`config.mk`:
```
export PLATFORM = sky130hd
export DESIGN_NAME = indexed_array_table_unit
export DESIGN_NICKNAME = d
export VERILOG_FILES = /design/src/rtl/iat_pkg.sv /design/src/rtl/indexed_array_table_unit.sv /design/src/rtl/iat_cell.sv
export SDC_FILE = /design/constraint.sdc
export NUM_CORES = 2
export LEC_CHECK = 0
export BUFFER_PORTS_ARGS = -buffer_cell sky130_fd_sc_hd__buf_4
export CORE_MARGIN = 5
export CORE_UTILIZATION = 31
export DETAILED_ROUTE_END_ITERATION = 10
export PLACE_DENSITY_LB_ADDON = 0.05
export SLEW_MARGIN = 20
export SYNTH_ARGS = -nofsm -noshare
export SYNTH_HDL_FRONTEND = slang
export SYNTH_SLANG_ARGS = --single-unit
```
`constraint.sdc`:
```
create_clock -name i_clk -period 8.7 [get_ports i_clk]
set_input_delay 1.74 -clock i_clk [delete_from_list [all_inputs] [get_ports i_clk]]
set_output_delay 1.74 -clock i_clk [all_outputs]
set_load 0.01 [all_outputs]
```
`src/rtl/iat_pkg.sv`:
```
// Shared types and constants for the indexed array table.
// Holds command and status codes, item field widths and the cell control and status types.
// No dependencies.
package iat_pkg;

    // Item field widths
    localparam int KIND_W   = 3;
    localparam int POS_W    = 5;
    localparam int VALUE_W  = 32;
    localparam int STATUS_W = 2;
    localparam int RDATA_W  = 32;
    localparam int FOUND_W  = 5;
    localparam int COUNT_W  = 5;

    // Packed item widths, padded to whole bytes
    localparam int IN_TDATA_W  = 40;
    localparam int OUT_TDATA_W = 48;

    // Command codes
    typedef enum logic [KIND_W-1:0] {
        KIND_READ   = 3'd0,
        KIND_WRITE  = 3'd1,
        KIND_INSERT = 3'd2,
        KIND_REMOVE = 3'd3,
        KIND_SEARCH = 3'd4
    } t_kind;

    // Result status codes
    typedef enum logic [STATUS_W-1:0] {
        ST_OK     = 2'd0,
        ST_BADPOS = 2'd1,
        ST_FULL   = 2'd2
    } t_status;

    // What a cell loads at the next edge
    typedef enum logic [1:0] {
        SEL_HOLD = 2'd0,
        SEL_PREV = 2'd1,
        SEL_NEXT = 2'd2,
        SEL_LOAD = 2'd3
    } t_cell_sel;

    // Per-cell control from the top level
    typedef struct packed {
        t_cell_sel sel;
        logic      live;
    } t_cell_ctl;

    // Per-cell search status back to the top level
    typedef struct packed {
        logic hit;
        logic first;
    } t_cell_sts;

endpackage

```
`src/rtl/indexed_array_table_unit.sv`:
```
// Indexed array table: bounded ordered array held in a chain of word cells.
// Each accepted item's result is loaded into the output register in the cycle after acceptance.
// Throughput: one item per cycle; every cell shifts or compares in parallel, and
// the output register lets a new item in whenever the pending result is taken.
// Reset: synchronous active-low reset clears the fill count and output valid;
// cell contents are left undefined until written.
module indexed_array_table_unit #(
    parameter int DEPTH = 16,
    parameter int WIDTH = 32
) (
    input  logic                            i_clk,
    input  logic                            i_rst_n,
    input  logic                            i_s_tvalid,
    output logic                            o_s_tready,
    // kind [2:0], position [7:3], value [39:8]
    input  logic [iat_pkg::IN_TDATA_W-1:0]  i_s_tdata,
    output logic                            o_m_tvalid,
    input  logic                            i_m_tready,
    // status [1:0], read_data [33:2], found_index [38:34], count [43:39], zero pad
    output logic [iat_pkg::OUT_TDATA_W-1:0] o_m_tdata
);

    localparam int CW = $clog2(DEPTH + 1);
    localparam int IW = $clog2(DEPTH);
    localparam int PW = (CW > iat_pkg::POS_W) ? CW : iat_pkg::POS_W;
    localparam int KW = (WIDTH > iat_pkg::VALUE_W) ? WIDTH : iat_pkg::VALUE_W;
    localparam int OUT_USED = iat_pkg::STATUS_W + iat_pkg::RDATA_W
                            + iat_pkg::FOUND_W + iat_pkg::COUNT_W;

    // Input field unpacking
    iat_pkg::t_kind                 kind;
    logic [iat_pkg::POS_W-1:0]      position;
    logic [iat_pkg::VALUE_W-1:0]    value;
    logic [KW-1:0]                  value_ext;
    logic [WIDTH-1:0]               key;

    // Control and state
    logic                           r_m_tvalid;
    logic [iat_pkg::OUT_TDATA_W-1:0] r_m_tdata;
    logic [CW-1:0]                  r_count;
    logic [CW-1:0]                  n_count;
    logic                           accept;
    logic [PW-1:0]                  pos_ext;
    logic [PW-1:0]                  cnt_ext;
    logic [IW-1:0]                  pos_idx;
    logic                           pos_lt;
    logic                           pos_le;
    logic                           full;
    logic                           do_write;
    logic                           do_ins;
    logic                           do_rem;

    // Chain wiring
    iat_pkg::t_cell_ctl             ctl   [DEPTH];
    iat_pkg::t_cell_sts             sts   [DEPTH];
    logic [WIDTH-1:0]               words [DEPTH];
    logic [DEPTH-1:0]               first_vec;

    // Result fields
    iat_pkg::t_status               status;
    logic [KW-1:0]                  rd_wide;
    logic [iat_pkg::RDATA_W-1:0]    rdata;
    logic [iat_pkg::FOUND_W-1:0]    found;
    logic [iat_pkg::FOUND_W-1:0]    found_any;

    assign kind      = iat_pkg::t_kind'(i_s_tdata[iat_pkg::KIND_W-1:0]);
    assign position  = i_s_tdata[iat_pkg::KIND_W +: iat_pkg::POS_W];
    assign value     = i_s_tdata[iat_pkg::KIND_W + iat_pkg::POS_W +: iat_pkg::VALUE_W];
    assign value_ext = KW'(value);
    assign key       = value_ext[WIDTH-1:0];

    // Handshake: take an item unless a result is stuck in the output register
    assign o_s_tready = !r_m_tvalid || i_m_tready;
    assign accept     = i_s_tvalid && o_s_tready;

    // Position checks against the current fill
    assign pos_ext = PW'(position);
    assign cnt_ext = PW'(r_count);
    assign pos_idx = pos_ext[IW-1:0];
    assign pos_lt  = pos_ext < cnt_ext;
    assign pos_le  = pos_ext <= cnt_ext;
    assign full    = r_count == CW'(DEPTH);

    assign do_write = accept && (kind == iat_pkg::KIND_WRITE) && pos_lt;
    assign do_ins   = accept && (kind == iat_pkg::KIND_INSERT) && pos_le && !full;
    assign do_rem   = accept && (kind == iat_pkg::KIND_REMOVE) && pos_lt;

    // Per-cell selection: load at an insert or write position, shift up above an insert, down from a remove
    always_comb begin
        for (int i = 0; i < DEPTH; i++) begin
            ctl[i].live = PW'(i) < cnt_ext;
            ctl[i].sel  = iat_pkg::SEL_HOLD;
            if (do_ins) begin
                if (PW'(i) > pos_ext) begin
                    ctl[i].sel = iat_pkg::SEL_PREV;
                end else if (PW'(i) == pos_ext) begin
                    ctl[i].sel = iat_pkg::SEL_LOAD;
                end
            end else if (do_rem) begin
                if (PW'(i) >= pos_ext) begin
                    ctl[i].sel = iat_pkg::SEL_NEXT;
                end
            end else if (do_write && (PW'(i) == pos_ext)) begin
                ctl[i].sel = iat_pkg::SEL_LOAD;
            end
        end
    end

    // Row of cells, neighbours wired both ways, hit passed upwards
    for (genvar g = 0; g < DEPTH; g++) begin : g_cell
        logic [WIDTH-1:0] prev_w;
        logic [WIDTH-1:0] next_w;
        logic             hit_in;

        if (g == 0) begin : g_lo
            assign prev_w = '0;
            assign hit_in = 1'b0;
        end else begin : g_mid_lo
            assign prev_w = words[g-1];
            assign hit_in = sts[g-1].hit;
        end
        if (g == DEPTH - 1) begin : g_hi
            assign next_w = '0;
        end else begin : g_mid_hi
            assign next_w = words[g+1];
        end

        iat_cell #(
            .WIDTH (WIDTH)
        ) u_cell (
            .i_clk  (i_clk),
            .i_ctl  (ctl[g]),
            .i_prev (prev_w),
            .i_next (next_w),
            .i_load (key),
            .i_key  (key),
            .i_hit  (hit_in),
            .o_word (words[g]),
            .o_sts  (sts[g])
        );

        assign first_vec[g] = sts[g].first;
    end

    // Encode the first matching cell
    always_comb begin
        found_any = '0;
        for (int i = 0; i < DEPTH; i++) begin
            if (first_vec[i]) begin
                found_any = found_any | iat_pkg::FOUND_W'(i);
            end
        end
    end

    // Status, read data, found index and new fill for this item
    always_comb begin
        status  = iat_pkg::ST_OK;
        rd_wide = '0;
        found   = '1;
        n_count = r_count;
        unique case (kind)
            iat_pkg::KIND_READ: begin
                if (pos_lt) begin
                    rd_wide = KW'(words[pos_idx]);
                end else begin
                    status = iat_pkg::ST_BADPOS;
                end
            end
            iat_pkg::KIND_WRITE: begin
                if (!pos_lt) begin
                    status = iat_pkg::ST_BADPOS;
                end
            end
            iat_pkg::KIND_INSERT: begin
                if (!pos_le) begin
                    status = iat_pkg::ST_BADPOS;
                end else if (full) begin
                    status = iat_pkg::ST_FULL;
                end else begin
                    n_count = r_count + CW'(1);
                end
            end
            iat_pkg::KIND_REMOVE: begin
                if (pos_lt) begin
                    n_count = r_count - CW'(1);
                end else begin
                    status = iat_pkg::ST_BADPOS;
                end
            end
            iat_pkg::KIND_SEARCH: begin
                if (|first_vec) begin
                    found = found_any;
                end
            end
            default: begin
                status = iat_pkg::ST_BADPOS;
            end
        endcase
    end

    assign rdata = rd_wide[iat_pkg::RDATA_W-1:0];

    // Hold fill count and output valid; load the result on accept
    always_ff @(posedge i_clk) begin
        if (!i_rst_n) begin
            r_count    <= '0;
            r_m_tvalid <= 1'b0;
        end else begin
            if (accept) begin
                r_count    <= n_count;
                r_m_tvalid <= 1'b1;
            end else if (i_m_tready) begin
                r_m_tvalid <= 1'b0;
            end
        end
    end

    always_ff @(posedge i_clk) begin
        if (accept) begin
            r_m_tdata <= {{(iat_pkg::OUT_TDATA_W - OUT_USED){1'b0}},
                          iat_pkg::COUNT_W'(n_count), found, rdata, status};
        end
    end

    assign o_m_tvalid = r_m_tvalid;
    assign o_m_tdata  = r_m_tdata;

    // Fill never exceeds capacity
    a_count_bound: assert property (@(posedge i_clk) disable iff (!i_rst_n)
        r_count <= CW'(DEPTH))
        else $error("fill count above capacity");

    // At most one cell claims the first match
    a_first_onehot: assert property (@(posedge i_clk) disable iff (!i_rst_n)
        $onehot0(first_vec))
        else $error("more than one first match");

    // A successful insert grows the fill by one
    a_insert_grows: assert property (@(posedge i_clk) disable iff (!i_rst_n)
        do_ins |=> (r_count == $past(r_count) + CW'(1)))
        else $error("insert did not grow fill");

    // A successful remove shrinks the fill by one
    a_remove_shrinks: assert property (@(posedge i_clk) disable iff (!i_rst_n)
        do_rem |=> (r_count == $past(r_count) - CW'(1)))
        else $error("remove did not shrink fill");

endmodule

```
`src/rtl/iat_cell.sv`:
```
// One storage cell of the indexed array table chain.
// Holds one word, shifts it to or takes it from its neighbours, and compares it
// with the search key. Depends on iat_pkg.
module iat_cell #(
    parameter int WIDTH = 32
) (
    input  logic                  i_clk,
    input  iat_pkg::t_cell_ctl    i_ctl,
    input  logic [WIDTH-1:0]      i_prev,
    input  logic [WIDTH-1:0]      i_next,
    input  logic [WIDTH-1:0]      i_load,
    input  logic [WIDTH-1:0]      i_key,
    input  logic                  i_hit,
    output logic [WIDTH-1:0]      o_word,
    output iat_pkg::t_cell_sts    o_sts
);

    logic [WIDTH-1:0] r_word;
    logic [WIDTH-1:0] n_word;
    logic             match;

    // Pick the next word from hold, either neighbour or the load bus
    always_comb begin
        case (i_ctl.sel)
            iat_pkg::SEL_PREV: n_word = i_prev;
            iat_pkg::SEL_NEXT: n_word = i_next;
            iat_pkg::SEL_LOAD: n_word = i_load;
            default:           n_word = r_word;
        endcase
    end

    // Hold the word; payload needs no reset
    always_ff @(posedge i_clk) begin
        r_word <= n_word;
    end

    // Compare against the key and pass the hit along the chain
    assign match       = i_ctl.live && (r_word == i_key);
    assign o_sts.hit   = i_hit || match;
    assign o_sts.first = match && !i_hit;
    assign o_word      = r_word;

endmodule

```
==> flow_summary.json <==
{
  "ys_types": 81,
  "vias": 31136,
  "crit_slowest_cell": "nand2_1",
  "grt_max_degree": 76,
  "grt_antenna_before_repair": 15,
  "layout_min_cycle_time_ns": 5.765,
  "first_iter_violations": 4125,
  "report.final.hold_viol_count": 0,
  "clockBufferDepth": 3,
  "cts_tree": "built",
  "synthFlopType": "edfxtp_1",
  "fmax_ghz": 0.1735,
  "worstPathMaxFanout": 65,
  "finClkSkew_ns": 0.02813,
  "met1_length_um": 84270,
  "nets": 3554,
  "clk_latency_ns": 0.65,
  "crit_family": "buffers and inverters",
  "finalSetupTns_ns": 0,
  "drc": 0,
  "relSlewSlack": 0.2088,
  "core-area_sq_um": 123300,
  "setup_viol": 0,
  "h-tree-depth": 3,
  "synth-seq-cells": 562,
  "cts_resized": 0,
  "drive_gt1_frac": 0.1446,
  "crit_buf_inv": 4,
  "routed.top_layer": "met5",
  "seqCellArea_sq_um": 16820,
  "hold_buffers": 0,
  "dp_hpwl_um": 139100,
  "avgSynthCellArea_sq_um": 10.65,
  "crit_arrival_ns": 6.15,
  "total_power_uw": 6776,
  "via_per_inst": 5.983,
  "dp_cells": 5060,
  "clockRootBuffer": "clkbuf_16",
  "die_y_um": 361.7,
  "multi_input_area_sq_um": 19780,
  "synth-seq-area-share": 0.4385,
  "finalCritPeriodShare": 0.6626,
  "crit_top_cell": "buf_4",
  "worst_pin_slew_ns": 1.176,
  "dr.pass1.iters": 6,
  "leakage_uw": 0.01561,
  "start_kind": "primary input",
  "crit_required_ns": 9.09,
  "row_count": 129,
  "peakVddDrop_mv": 0.1230,
  "yosysWarnings": 0,
  "path_clk_slew_ns": 0.06,
  "postRouteAntennaNets": 0,
  "final_util": 0.3440,
  "slew_viol_final": 0,
  "routed_wl_um": 188400,
  "gr-total-overflow": 0,
  "rsz0062_at_grt": "false",
  "cap_viol_max_count": 0,
  "die_w_um": 361.7,
  "syn_to_final_growth_pct": 10.61,
  "io_buffers": 89,
  "first_global_vias": 30129,
  "gr-usage-all-layers": 0.2780,
  "wire_per_inst_um": 36.21,
  "cts_sinks": 562,
  "critPathKind": "in2reg",
  "synth_edf_count": 556,
  "hp-class": "reg2reg",
  "wl_met3_um": 18690,
  "dieArea_sq_um": 130800,
  "synthCells": 3599,
  "grt_pass1_wl_um": 256900,
  "post-cts-setup-buffer-count": 0,
  "power_density_nw_per_um2": 159.8,
  "globalplace.congestion": 0.9298,
  "crit_chain": "clkbuf_8 > clkinv_1 > ha_1 > nor2b_1 > o21ai_2 > nand4bb_1 > o31a_4 > o21ai_1 > nand2_2 > buf_4 > nand2_1 > buf_4",
  "critical_path.max_stage_delay_ns": 0.71,
  "start_util": 0.3110,
  "status": "completed",
  "fin_cells": 5204,
  "fill_cells": 12468,
  "synth_area_sq_um": 38350,
  "endpoint_kind": "register",
  "ios": 94,
  "wl_met2_um": 77870,
  "async_reset_ff_frac": 0,
  "cts_made_buffers": 74
}
-- path summary, 6_finish.rpt --
kind                                    from                           end  slack (ns)  cells past startpoint
worst max-delay path            i_s_tdata[3]  g_cell[14].u_cell.o_word[21]        2.94                     12
worst min-delay path              o_m_tvalid                    o_m_tvalid        0.61                      2
worst max register to register    cnt_ext[4]  g_cell[14].u_cell.o_word[21]        3.46                     11
worst min register to register    o_m_tvalid                    o_m_tvalid        0.61                      2
-- layout make-up --
cell class | count | share of cell area
Sequential cell | 562 | 0.3965
Clock inverter | 37 | 0.007345
Clock buffer | 93 | 0.04685
Multi-Input combinational cell | 2671 | 0.4664
Antenna cell | 12 | 0.0007080
Tap cell | 1637 | 0.04829
Inverter | 15 | 0.001327
Timing Repair Buffer | 177 | 0.03257
-- layout by cell type, fill, tap and decap left out, types with 15 or more instances in the layout --
| cell | netlist | routed |
|---|---|---|
| mux4_2 | 160 | 160 |
| nor3_1 | 19 | 18 |
| and3_1 | 48 | 48 |
| a22oi_1 | 192 | 192 |
| mux2i_1 | 224 | 224 |
| nor4_1 | 77 | 77 |
| o21ai_1 | 77 | 77 |
| xnor2_1 | 222 | 222 |
| xor2_1 | 293 | 293 |
| buf_4 | 26 | 173 |
| nor2_1 | 63 | 51 |
| edfxtp_1 | 556 | 556 |
| a21oi_1 | 87 | 83 |
| nand4_1 | 66 | 66 |
| nand2_1 | 790 | 787 |
| clkinv_1 | 1 | 15 |
| clkbuf_16 | 0 | 77 |
| o21ai_0 | 133 | 133 |
| nand3_1 | 81 | 81 |
| clkbuf_1 | 158 | 16 |
-- cell usage after synthesis (4+ instances only) --
cell type	instances	share of area
nor2b_1	6	0.00098
edfxtp_1	556	0.44
o21ai_1	77	0.010
nor4_4	4	0.0022
a31oi_1	5	0.00082
dfxtp_1	6	0.0031
nor3_1	19	0.0025
nand2_1	790	0.077
a21boi_0	4	0.00078
and3_1	48	0.0078
a22oi_1	192	0.038
buf_2	101	0.013
or3_1	7	0.0011
nand4_1	66	0.011
inv_1	13	0.0013
a221o_1	8	0.0021
nor2_1	63	0.0062
buf_6	50	0.015
nor3_4	4	0.0017
and2_1	4	0.00065
clkbuf_1	158	0.015
nand2b_1	7	0.0011
a21oi_1	87	0.011
a32oi_1	12	0.0027
nor3_2	4	0.0010
nand3_1	81	0.011
ha_1	9	0.0029
xor2_1	293	0.067
buf_1	18	0.0018
mux2i_1	224	0.058
a211oi_1	5	0.00098
nor4_1	77	0.013
o21ai_0	133	0.017
mux4_2	160	0.094
buf_4	26	0.0051
xnor2_1	222	0.051
-- power by group --
group | switching [uW] | internal (uW)
Sequential | 39.8 | 2970
Clock | 1290 | 1760
Combinational | 482 | 227
Total | 1820 | 4960
-- flip-flops by register name, summed over array words and instances (netlist names) --
register,flops
o_m_tdata,44
o_m_tvalid,1
cnt_ext,5
g_cell.u_cell.o_word,512
-- cells by family (layout without fill, tap and decap cells) --
| kind of cell | after synthesis | in the layout | synth area share |
|---|---|---|---|
| AO/OA/AOI/OAI | 554 | 554 | 0.09319 |
| XOR/XNOR | 515 | 515 | 0.1176 |
| adder cells (fa/ha/maj) | 9 | 9 | 0.002937 |
| buffers and inverters | 369 | 322 | 0.05217 |
| flip-flops | 562 | 562 | 0.4385 |
| multiplexers | 384 | 384 | 0.1524 |
| other | 1 | 16 | 0.00009779 |
| AND/OR/NAND/NOR | 1205 | 1205 | 0.1430 |
-- worst reg2reg max path, cell delays in order, from the launching register on --
cell,delay (ns)
dfxtp_1,0.78
inv_1,0.34
ha_1,0.44
and3_1,0.24
o21ai_2,0.13
nand4bb_1,0.43
o31a_4,0.65
o21ai_1,0.21
nand2_2,0.10
buf_4,0.50
nand2_1,0.73
buf_4,0.45
-- metal layers --
metal / vias up / track usage
li1: 12957 / -
met2: 1932 / 0.3941
met1: 15959 / 0.4102
met4: 6 / 0.1026
met3: 282 / 0.06673
met5: - / 0
-- stage by stage --
step                      hold slack [ns]  instance area, sq um  worst slack (ns)
final                              0.6139                 42410             2.935
after global routing               0.6682                 42380             2.671
after CTS                          0.6164                 42320             2.934
after detailed placement           0.6127                 40030             2.248
after global placement             0.5898                 40020             2.378
after floorplan                    0.5572                 38360             1.839
No activity file was read; power rests on OpenSTA's default activity.
